`config.mk`:
```
export PLATFORM = sky130hd
export DESIGN_NAME = adaptive_change_detector_core
export DESIGN_NICKNAME = d
export VERILOG_FILES = /design/src/rtl/acd_pkg.sv /design/src/rtl/adaptive_change_detector_core.sv
export VERILOG_INCLUDE_DIRS = /design/src /design/src/rtl
export SDC_FILE = /design/constraint.sdc
export NUM_CORES = 2
export LEC_CHECK = 0
export BUFFER_PORTS_ARGS = -buffer_cell sky130_fd_sc_hd__buf_2
export CELL_PAD_IN_SITES_DETAIL_PLACEMENT = 1
export CELL_PAD_IN_SITES_GLOBAL_PLACEMENT = 1
export CORE_ASPECT_RATIO = 2
export CORE_MARGIN = 1.5
export CORE_UTILIZATION = 44
export CTS_CLUSTER_DIAMETER = 100
export DETAILED_ROUTE_END_ITERATION = 8
export PLACE_DENSITY_LB_ADDON = 0.2
export SYNTH_ARGS = -nofsm -noshare
export SYNTH_HDL_FRONTEND = slang
export SYNTH_SLANG_ARGS = --single-unit
```
`constraint.sdc`:
```
create_clock -name clk_i -period 4.32 [get_ports clk_i]
set_input_delay 0.432 -clock clk_i [delete_from_list [all_inputs] [get_ports clk_i]]
set_output_delay 0.432 -clock clk_i [all_outputs]
set_load 0.005 [all_outputs]
```
`src/rtl/adaptive_change_detector_core_macros.svh`:
```
// ----------------------------------------------------------------------------
// Adaptive change detector assertion macros
// Concurrent assertion shorthands, clocked on clk_i and disabled in reset.
// ----------------------------------------------------------------------------
`ifndef ADAPTIVE_CHANGE_DETECTOR_CORE_MACROS_SVH
`define ADAPTIVE_CHANGE_DETECTOR_CORE_MACROS_SVH

// same-cycle implication
`define ACD_ASSERT_IMPL(label, ante, cons) \
  label: assert property (@(posedge clk_i) disable iff (!rst_ni) (ante) |-> (cons)) \
    else $error("adaptive change detector assertion failed");

// next-cycle implication
`define ACD_ASSERT_NEXT(label, ante, cons) \
  label: assert property (@(posedge clk_i) disable iff (!rst_ni) (ante) |=> (cons)) \
    else $error("adaptive change detector assertion failed");

`endif

```
`src/rtl/acd_pkg.sv`:
```
// ----------------------------------------------------------------------------
// Adaptive change detector package
// Widths, window length and configuration register indexes.
// ----------------------------------------------------------------------------
`default_nettype none

package acd_pkg;

  localparam int WINDOW    = 5;

  localparam int SAMPLE_W  = 24;
  localparam int DIFF_W    = 24;
  localparam int SUM_W     = DIFF_W + $clog2(WINDOW);
  localparam int FRAC_W    = 8;
  localparam int AVG_W     = SUM_W + FRAC_W;
  localparam int CNT_W     = 32;
  localparam int POS_W     = 32;
  localparam int THR_W     = 27;
  localparam int RATIO_W   = 8;
  localparam int RATIO_FRAC_W = 4;
  localparam int PROD_W    = AVG_W + RATIO_W;
  localparam int CMP_W     = (SUM_W > THR_W) ? SUM_W : THR_W;
  localparam int FILL_W    = $clog2(WINDOW + 1);
  localparam int STEP_W    = $clog2(AVG_W);

  localparam int CFG_IDX_W  = 8;
  localparam int CFG_DATA_W = 32;

  localparam logic [CFG_IDX_W-1:0] CFG_ACTIVITY_THRESHOLD = CFG_IDX_W'(0);
  localparam logic [CFG_IDX_W-1:0] CFG_OUTLIER_RATIO      = CFG_IDX_W'(1);

  localparam logic [THR_W-1:0]   THR_RESET   = THR_W'(1280);
  localparam logic [RATIO_W-1:0] RATIO_RESET = RATIO_W'(56);

endpackage

`default_nettype wire

```
`src/rtl/adaptive_change_detector_core.sv`:
```
// ----------------------------------------------------------------------------
// Adaptive change detector core
// Flags samples whose windowed activity exceeds the cumulative event mean.
// ----------------------------------------------------------------------------
// Input channel in_valid_i/in_stall_o carries one signed Q16.8 sample per
// transaction; output channel out_valid_o/out_stall_i carries the stream
// index and value of a flagged sample. Configuration writes (index 0:
// activity threshold, index 1: outlier ratio) use cfg_valid_i/cfg_ready_o
// and are always ready; write them only while the block is idle.
// One sample is handled at a time. The first WINDOW samples only fill the
// window; later ones pass sum and check. A first event goes on to emit; a
// later one runs a bit-serial divider over AVG_W (35) bits for the mean
// update, an update step, a bit-serial multiplier over RATIO_W (8) bits
// for the outlier test, compare and emit. A result appears on the output
// register in the cycle after the emit step. The result register lets the
// next sample be taken while a result waits; a stalled receiver only holds
// the core when a further result is ready. Reset clears all state, restores
// the register defaults and restarts the warm-up.
// ----------------------------------------------------------------------------
`default_nettype none

module adaptive_change_detector_core
  import acd_pkg::*;
(
  input  wire logic                        clk_i,
  input  wire logic                        rst_ni,

  input  wire logic                        in_valid_i,
  output      logic                        in_stall_o,
  input  wire logic signed [SAMPLE_W-1:0]  sample_i,

  output      logic                        out_valid_o,
  input  wire logic                        out_stall_i,
  output      logic [POS_W-1:0]            sample_index_o,
  output      logic signed [SAMPLE_W-1:0]  sample_value_o,

  input  wire logic                        cfg_valid_i,
  output      logic                        cfg_ready_o,
  input  wire logic [CFG_IDX_W-1:0]        cfg_index_i,
  input  wire logic [CFG_DATA_W-1:0]       cfg_data_i
);

  typedef enum logic [2:0] {
    S_IDLE,
    S_SUM,
    S_CHECK,
    S_DIV,
    S_UPD,
    S_MUL,
    S_CMP,
    S_EMIT
  } state_e;

  state_e                state_q;

  logic [THR_W-1:0]      thr_q;
  logic [RATIO_W-1:0]    ratio_q;

  logic [SAMPLE_W-1:0]   samp_q [WINDOW-1];
  logic [DIFF_W-1:0]     diff_q [WINDOW];
  logic [DIFF_W-1:0]     ad_q;
  logic [SUM_W-1:0]      sum_q;
  logic [AVG_W-1:0]      avg_q;
  logic [AVG_W-1:0]      prev_q;
  logic [CNT_W-1:0]      event_cnt_q;
  logic [POS_W-1:0]      pos_q;
  logic [FILL_W-1:0]     fill_q;

  logic [POS_W-1:0]      item_pos_q;
  logic [SAMPLE_W-1:0]   item_val_q;

  logic                  down_q;
  logic [AVG_W-1:0]      dvd_q;
  logic [CNT_W-1:0]      rem_q;
  logic [STEP_W-1:0]     step_q;
  logic [PROD_W-1:0]     mcand_q;
  logic [PROD_W-1:0]     prod_q;
  logic [RATIO_W-1:0]    mult_q;
  logic                  emit_q;

  logic                  out_valid_q;
  logic [POS_W-1:0]      out_index_q;
  logic [SAMPLE_W-1:0]   out_value_q;

  logic signed [SAMPLE_W:0] delta;
  logic [SAMPLE_W:0]     delta_neg;
  logic [DIFF_W-1:0]     abs_delta;
  logic [SUM_W-1:0]      sum_d;
  logic [AVG_W-1:0]      scaled;
  logic                  is_event;
  logic [CNT_W-1:0]      cnt_inc;
  logic [CNT_W:0]        trial;
  logic [CNT_W:0]        trial_sub;
  logic                  trial_fits;
  logic [CNT_W-1:0]      rem_d;
  logic [AVG_W-1:0]      avg_d;
  logic [PROD_W-1:0]     scaled_ext;
  logic                  outlier;
  logic [AVG_W-1:0]      avg_final;
  logic                  in_accept;
  logic                  out_free;
  logic                  out_load;

  assign in_stall_o     = (state_q != S_IDLE);
  assign in_accept      = in_valid_i && !in_stall_o;
  assign out_valid_o    = out_valid_q;
  assign sample_index_o = out_index_q;
  assign sample_value_o = out_value_q;
  assign cfg_ready_o    = 1'b1;
  assign out_free       = !out_valid_q || !out_stall_i;
  assign out_load       = (state_q == S_EMIT) && emit_q && out_free;

  always_comb begin
    delta      = {sample_i[SAMPLE_W-1], sample_i}
               - {samp_q[WINDOW-2][SAMPLE_W-1], samp_q[WINDOW-2]};
    delta_neg  = -delta;
    abs_delta  = delta[SAMPLE_W] ? delta_neg[DIFF_W-1:0] : delta[DIFF_W-1:0];
    sum_d      = sum_q - SUM_W'(diff_q[WINDOW-1]) + SUM_W'(ad_q);
    scaled     = {sum_q, {FRAC_W{1'b0}}};
    is_event   = CMP_W'(sum_q) > CMP_W'(thr_q);
    cnt_inc    = (event_cnt_q == '1) ? event_cnt_q : event_cnt_q + CNT_W'(1);
    trial      = {rem_q, dvd_q[AVG_W-1]};
    trial_sub  = trial - {1'b0, event_cnt_q};
    trial_fits = (trial >= {1'b0, event_cnt_q});
    rem_d      = trial_fits ? trial_sub[CNT_W-1:0] : trial[CNT_W-1:0];
    avg_d      = down_q ? (prev_q - dvd_q - AVG_W'(rem_q != '0)) : (prev_q + dvd_q);
    scaled_ext = PROD_W'({scaled, {RATIO_FRAC_W{1'b0}}});
    outlier    = scaled_ext > prod_q;
    avg_final  = outlier ? prev_q : avg_q;
  end

  always_ff @(posedge clk_i or negedge rst_ni) begin
    if (!rst_ni) begin
      thr_q   <= THR_RESET;
      ratio_q <= RATIO_RESET;
    end else if (cfg_valid_i && cfg_ready_o) begin
      unique case (cfg_index_i)
        CFG_ACTIVITY_THRESHOLD: thr_q   <= cfg_data_i[THR_W-1:0];
        CFG_OUTLIER_RATIO:      ratio_q <= cfg_data_i[RATIO_W-1:0];
        default: ;
      endcase
    end
  end

  always_ff @(posedge clk_i or negedge rst_ni) begin
    if (!rst_ni) begin
      state_q     <= S_IDLE;
      for (int i = 0; i < WINDOW - 1; i++) samp_q[i] <= '0;
      for (int i = 0; i < WINDOW; i++) diff_q[i] <= '0;
      ad_q        <= '0;
      sum_q       <= '0;
      avg_q       <= '0;
      prev_q      <= '0;
      event_cnt_q <= '0;
      pos_q       <= '0;
      fill_q      <= '0;
      item_pos_q  <= '0;
      item_val_q  <= '0;
      down_q      <= 1'b0;
      dvd_q       <= '0;
      rem_q       <= '0;
      step_q      <= '0;
      mcand_q     <= '0;
      prod_q      <= '0;
      mult_q      <= '0;
      emit_q      <= 1'b0;
      out_valid_q <= 1'b0;
      out_index_q <= '0;
      out_value_q <= '0;
    end else begin
      if (out_load) begin
        out_valid_q <= 1'b1;
      end else if (out_valid_q && !out_stall_i) begin
        out_valid_q <= 1'b0;
      end
      unique case (state_q)
        S_IDLE: begin
          if (in_accept) begin
            samp_q[0] <= sample_i;
            for (int i = 1; i < WINDOW - 1; i++) samp_q[i] <= samp_q[i-1];
            pos_q      <= pos_q + POS_W'(1);
            item_pos_q <= pos_q;
            item_val_q <= sample_i;
            ad_q       <= abs_delta;
            if (fill_q < FILL_W'(WINDOW)) begin
              fill_q <= fill_q + FILL_W'(1);
            end else begin
              state_q <= S_SUM;
            end
          end
        end
        S_SUM: begin
          sum_q     <= sum_d;
          diff_q[0] <= ad_q;
          for (int i = 1; i < WINDOW; i++) diff_q[i] <= diff_q[i-1];
          state_q   <= S_CHECK;
        end
        S_CHECK: begin
          if (!is_event) begin
            state_q <= S_IDLE;
          end else if (event_cnt_q == '0) begin
            event_cnt_q <= CNT_W'(1);
            avg_q       <= scaled;
            prev_q      <= scaled;
            emit_q      <= 1'b1;
            state_q     <= S_EMIT;
          end else begin
            event_cnt_q <= cnt_inc;
            prev_q      <= avg_q;
            down_q      <= (scaled < avg_q);
            dvd_q       <= (scaled < avg_q) ? (avg_q - scaled) : (scaled - avg_q);
            rem_q       <= '0;
            step_q      <= STEP_W'(AVG_W - 1);
            state_q     <= S_DIV;
          end
        end
        S_DIV: begin
          rem_q  <= rem_d;
          dvd_q  <= {dvd_q[AVG_W-2:0], trial_fits};
          step_q <= step_q - STEP_W'(1);
          if (step_q == '0) begin
            state_q <= S_UPD;
          end
        end
        S_UPD: begin
          avg_q   <= avg_d;
          mcand_q <= PROD_W'(avg_d);
          prod_q  <= '0;
          mult_q  <= ratio_q;
          step_q  <= STEP_W'(RATIO_W - 1);
          state_q <= S_MUL;
        end
        S_MUL: begin
          if (mult_q[0]) begin
            prod_q <= prod_q + mcand_q;
          end
          mcand_q <= {mcand_q[PROD_W-2:0], 1'b0};
          mult_q  <= {1'b0, mult_q[RATIO_W-1:1]};
          step_q  <= step_q - STEP_W'(1);
          if (step_q == '0) begin
            state_q <= S_CMP;
          end
        end
        S_CMP: begin
          avg_q   <= avg_final;
          emit_q  <= (scaled > avg_final);
          state_q <= S_EMIT;
        end
        S_EMIT: begin
          if (!emit_q) begin
            state_q <= S_IDLE;
          end else if (out_free) begin
            out_index_q <= item_pos_q;
            out_value_q <= item_val_q;
            emit_q      <= 1'b0;
            state_q     <= S_IDLE;
          end
        end
        default: state_q <= S_IDLE;
      endcase
    end
  end

`include "adaptive_change_detector_core_macros.svh"

  `ACD_ASSERT_IMPL(a_div_nonzero, state_q == S_DIV, event_cnt_q >= CNT_W'(2))
  `ACD_ASSERT_IMPL(a_div_rem, state_q == S_DIV, rem_q < event_cnt_q)
  `ACD_ASSERT_NEXT(a_div_done, state_q == S_DIV && step_q == '0, state_q == S_UPD)
  `ACD_ASSERT_IMPL(a_out_from_emit, $rose(out_valid_q), $past(state_q == S_EMIT))
  `ACD_ASSERT_IMPL(a_fill_bound, 1'b1, fill_q <= FILL_W'(WINDOW))

endmodule

`default_nettype wire
```
**Word level (Yosys, flattened, before mapping)**

Index checks and enable logic that the tools add are counted.

- Bits of input ports: 69
- Flip-flop bits (word level): 700
- Output and inout bits: 59
- Logic and storage cells: 146

- Bitwise logic cells: 1
- Add/subtract/negate cells: 15
- Mux-type cells: 39
- Reductions and logical operators: 35
- Magnitude comparators: 6
- Equality and inequality tests: 19

Operator list:

| cell | count |
|---|---|
| $mux W35 | 7 |
| $pmux W43 S2 | 2 |
| $mux W32 | 5 |
| $pmux W35 S3 | 1 |
| $sub A35 B35 Y35 | 3 |
| $pmux W35 S2 | 1 |
| $add A32 B1 Y32 const B | 2 |
| $pmux W32 S2 | 1 |
| $add A43 B43 Y43 | 1 |
| $gt A39 B43 Y1 | 1 |
| $mux W43 | 1 |
| $add A35 B35 Y35 | 1 |
| $gt A35 B35 Y1 | 1 |
| $lt A35 B35 Y1 | 1 |
| $sub A35 B1 Y35 | 1 |
| $ge A33 B32 Y1 | 1 |
| $eq A32 B32 Y1 const B | 1 |
| $logic_not A32 Y1 | 1 |
| $reduce_bool A32 Y1 | 1 |
| $sub A32 B32 Y32 | 1 |
| $add A27 B24 Y27 | 1 |
| $gt A27 B27 Y1 | 1 |
| $sub A27 B24 Y27 | 1 |
| $sub A24 B24 Y25 | 1 |
| 32 further kinds | 77 |

**Depth between registers and ports, before layout**

- Depth in word-level cells: 5
- Mapped depth: 22
- Mapped depth without buffers: 21

**Worst setup path before layout**

OpenSTA, ideal clock, no wires.

- Path type: reg-to-reg
- Start point: register rem_q[25]
- End point: register mcand_q[28]
- Cell stages (with the launch flop): 19
- Path slack: -0.178 ns
- Required time: 4.194 ns
- Library setup time: 0.126 ns
- Arrival: 4.372 ns
- Cells stage by stage: dfrtp_1 -> nor4_1 -> nand4_1 -> or2_2 -> fa_1 -> inv_1 -> ha_1 -> nor2_1 -> fa_1 -> a21bo_2 -> a22o_1 -> o21a_1 -> a211o_1 -> a2111oi_1 -> or3_1 -> a31oi_1 -> xnor2_1 -> a22o_1 -> a221o_1

- Word-level cells in the longest chain between the ends: 4

Ends and longest elaborated chain:

| what | line | RTL |
|---|---|---|
| from (decl) | adaptive_change_detector_core.sv:74 | `logic [CNT_W-1:0] rem_q;` |
| from (signal assigned) | adaptive_change_detector_core.sv:218 | `rem_q <= rem_d;` |
| $reduce_bool A32 Y1 | adaptive_change_detector_core.sv:126 | `avg_d = down_q ? (prev_q - dvd_q - AVG_W'(rem_q != '0)) : (prev_q + dvd_q);` |
| $sub A35 B1 Y35 | adaptive_change_detector_core.sv:126 |  |
| $mux W35 | adaptive_change_detector_core.sv:126 |  |
| $pmux W43 S2 | adaptive_change_detector_core.sv:176 | `unique case (state_q)` |
| to (signal assigned) | adaptive_change_detector_core.sv:227 | `mcand_q <= PROD_W'(avg_d);` |
| to (signal assigned) | adaptive_change_detector_core.sv:237 | `mcand_q <= {mcand_q[PROD_W-2:0], 1'b0};` |
| to (decl) | adaptive_change_detector_core.sv:76 | `logic [PROD_W-1:0] mcand_q;` |

No other way between the ends.
A chain may end at the register's enable or synchronous reset.

**Worst setup path in the final report**

- Start point: register rem_q[25]
- End point: register avg_q[24]

- Word-level cells in the longest chain between the ends: 4

Ends and longest elaborated chain:

| what | line | RTL |
|---|---|---|
| $reduce_bool A32 Y1 | adaptive_change_detector_core.sv:126 |  |
| $sub A35 B1 Y35 | adaptive_change_detector_core.sv:126 |  |
| $mux W35 | adaptive_change_detector_core.sv:126 |  |
| $pmux W35 S3 | adaptive_change_detector_core.sv:176 |  |
| to (signal assigned) | adaptive_change_detector_core.sv:203 | `avg_q <= scaled;` |
| to (signal assigned) | adaptive_change_detector_core.sv:226 | `avg_q <= avg_d;` |
| to (signal assigned) | adaptive_change_detector_core.sv:245 | `avg_q <= avg_final;` |
| to (decl) | adaptive_change_detector_core.sv:63 | `logic [AVG_W-1:0] avg_q;` |

No other way between the ends.

==> impl_metrics.ini <==
[synth]
syn_area_um2 = 45170
synth_top_area_frac = 0.3850
ys_types = 96
synth_warnings = 0
ys_seq_area_frac = 0.3879
synth_top_area_cell = dfrtp_1
synthesis.nets = 5703
syn_inst = 5236
ys_top_cells_by_area = dfrtp_1 (39%), ha_1 (10%), nand2_1 (8.6%), o21ai_0 (4.7%), inv_1 (3.4%)
synth-seq-cells = 700
synth-main-ff-cell = dfrtp_1
ys_async_sr_fraction = 1.000
synth_edf_count = 0
syn_area_per_cell_um2 = 8.627

[layout]
fillers = 11951
layout_commonest_cell = nand2_1
final_nets = 6122
area_growth_pct = 18.20
drive_gt1_frac = 0.1490
final_cell_mix = nand2_1 (1025), dfrtp_1 (694), o21ai_0 (406)

[placed_design]
dpl_worst_slack_ns = -0.9677
dpl.hpwl_um = 126800
numPortBuffers = 121
gp_congestion = 1.002

[floorplan]
coreArea_um2 = 102000
die-height_um = 456.1
io_pins = 128
die_w_um = 229.6
start_util = 0.4429
rows = 166
die-area_um2 = 104700

[drt]
drc_errors = 0
wl_met2_um = 88450
wl_met3_um = 5766
viasPerCell = 5.789
met1Wirelength_um = 56200
top_layer = met4
firstDrtPassIters = 7
wl_um = 165900
vias = 40863
drtIter0Drc = 1718
routedWlPerCell_um = 23.50
ant_nets = 0

[timing]
setup_ws_ns = -0.7271
fin_crit_sh = 1.168
rsz0062_at_grt = yes
skew_ns = 0.02318
fmax_mhz = 198.1
hold_ws_ns = 0.03722
drv_slew = 0
max_slew_margin = 0.2093
tightest_slew_ns = 1.171
final_hold_viol_count = 0
setup_viol = 22
fin_crit_ns = 5.047

[run_status]
violations = setup timing
run_status = finished with violations

[global_routing]
grt_pass1_wl_um = 257100
overflow = 0
track_usage = 0.3193
first_global_vias = 44868
antenna_found_initial = 4
grt_max_degree = 160

[critical_path]
worstSetupPathType = reg2reg
worstPathRequired_ns = 4.93
critPathArrivalTime_ns = 5.66
end_kind = flop
start_kind = flop
crit_fanout = 3

[clock_network]
cts_tree = built
cts.reportedPaths.clkPinSlew_ns = 0.07
clk_latency_ns = 0.70
root_buffer = clkbuf_16
cts_max_path_buffers = 3
htree_levels = 3
clock-sinks = 700
cts_inserted_buffers = 71

[hold_path]
hold_path.class = in2reg

[job]
drv_cap = 0

[pwr]
peakVddDrop_mv = 0.4093
power_density_nw_per_um2 = 877.3
p_leak_nw = 26.42
synth_stat cells, drive strengths merged (47+ instances only):
cell type / count
xnor2: 169
xor2: 92
a22oi: 48
clkbuf: 189
mux2i: 69
ha: 367
inv: 406
dfrtp: 695
mux2: 74
nor3: 76
a31oi: 47
o21ai: 431
nand4: 56
nand3: 143
nand2: 1035
nor2: 238
a21o: 137
a21oi: 290
stage by stage:
step	util	area, um^2	total power, mW	setup TNS, ns	cells
after CTS	0.5197	53000	45.97	-9.737	7043
final	0.5235	53390	46.84	-10.54	7059
after detailed placement	0.4869	49660	38.29	-15.12	6848
after global routing	0.5235	53390	49.93	-14.87	7057
after floorplan	-	45180	27.19	-0.1627	5236
after global placement	0.4869	49660	37.46	-12.79	6848
path summary, 6_finish.rpt:
kind / start / endpoint / slack, ns / cells after the start
max in group asynchronous: rst_ni / step_q[3] / 2.86 / 3
worst max-delay path: rem_q[25] / avg_q[24] / -0.73 / 19
worst min-delay path: cfg_data_i[0] / ratio_q[0] / 0.04 / 2
min in group asynchronous: rst_ni / mult_q[5] / 0.35 / 2
worst max register to register: rem_q[25] / avg_q[24] / -0.73 / 19
worst min register to register: diff_q[29] / diff_q[5] / 0.46 / 2
per-layer routing:
metal  up-vias  track usage
met5         -            0
met4         0       0.2645
met3       581      0.05189
met2       941       0.5936
met1     20419       0.3034
li1      18922            -
registers in the layout, summed over array words and instances (netlist names), 27 cells and up:
name            count
mcand_q            43
thr_q              27
event_cnt_q        32
samp_q             72
dvd_q              35
prod_q             43
prev_q             35
pos_q              32
rem_q              32
avg_q              35
sample_index_o     32
item_pos_q         32
diff_q            120
sum_q              27
power breakdown:
group	switching, mW	total (mW)	internal (mW)
Sequential	1.69	10.2	8.51
Clock	2.89	6.60	3.71
Combinational	17.9	30.1	12.2
Total	22.4	46.8	24.4
cell families after synthesis:
kind of cell	count (synthesis)	synth area share
and+or+nand+nor	1798	0.1752
AOI/OAI and AO/OA	1310	0.1841
DFF	700	0.3879
buffers and inverters	625	0.05257
adders and majority gates	398	0.1154
xor gates and xnor gates	261	0.05094
muxes	143	0.03374
other	1	0.00008302
what timing repair did:
item / 4_1_cts / 5_1_grt
resized for setup: 70 / 55
pin swaps: 53 / 36
hold endpoints to repair: 115 / 0
setup endpoints to repair: 39 / 53
cloned: 1 / 1
hold buffers: 49 / 0
setup buffers: 17 / 12
area by class of cell:
| class | instances | area, um^2 | area share |
|---|---|---|---|
| multi-input combinational | 3911 | 25870 | 0.4846 |
| sequential | 700 | 17520 | 0.3282 |
| clock inverter | 34 | 416.7 | 0.007804 |
| timing repair buffer | 561 | 4348 | 0.08144 |
| clock buffer | 95 | 1997 | 0.03740 |
| antenna | 4 | 10.01 | 0.0001875 |
| tap | 1344 | 1682 | 0.03150 |
| inverter | 410 | 1539 | 0.02882 |
worst max-delay path, stage by stage, from the launching register on:
cell and delay [ns]:
dfrtp_1 0.39, nor4_2 0.32, nand4_1 0.21, or2_4 0.32, fa_1 0.54, ha_2 0.23
nor2_2 0.06, fa_2 0.35, a21bo_2 0.22, a22o_1 0.27, o21a_2 0.27, a211o_4 0.36
buf_4 0.14, buf_6 0.11, a21oi_2 0.10, o31a_1 0.22, o211ai_1 0.13, and4b_1 0.21
or3_4 0.40, o211ai_1 0.09
(Power assumes the default switching activity.)
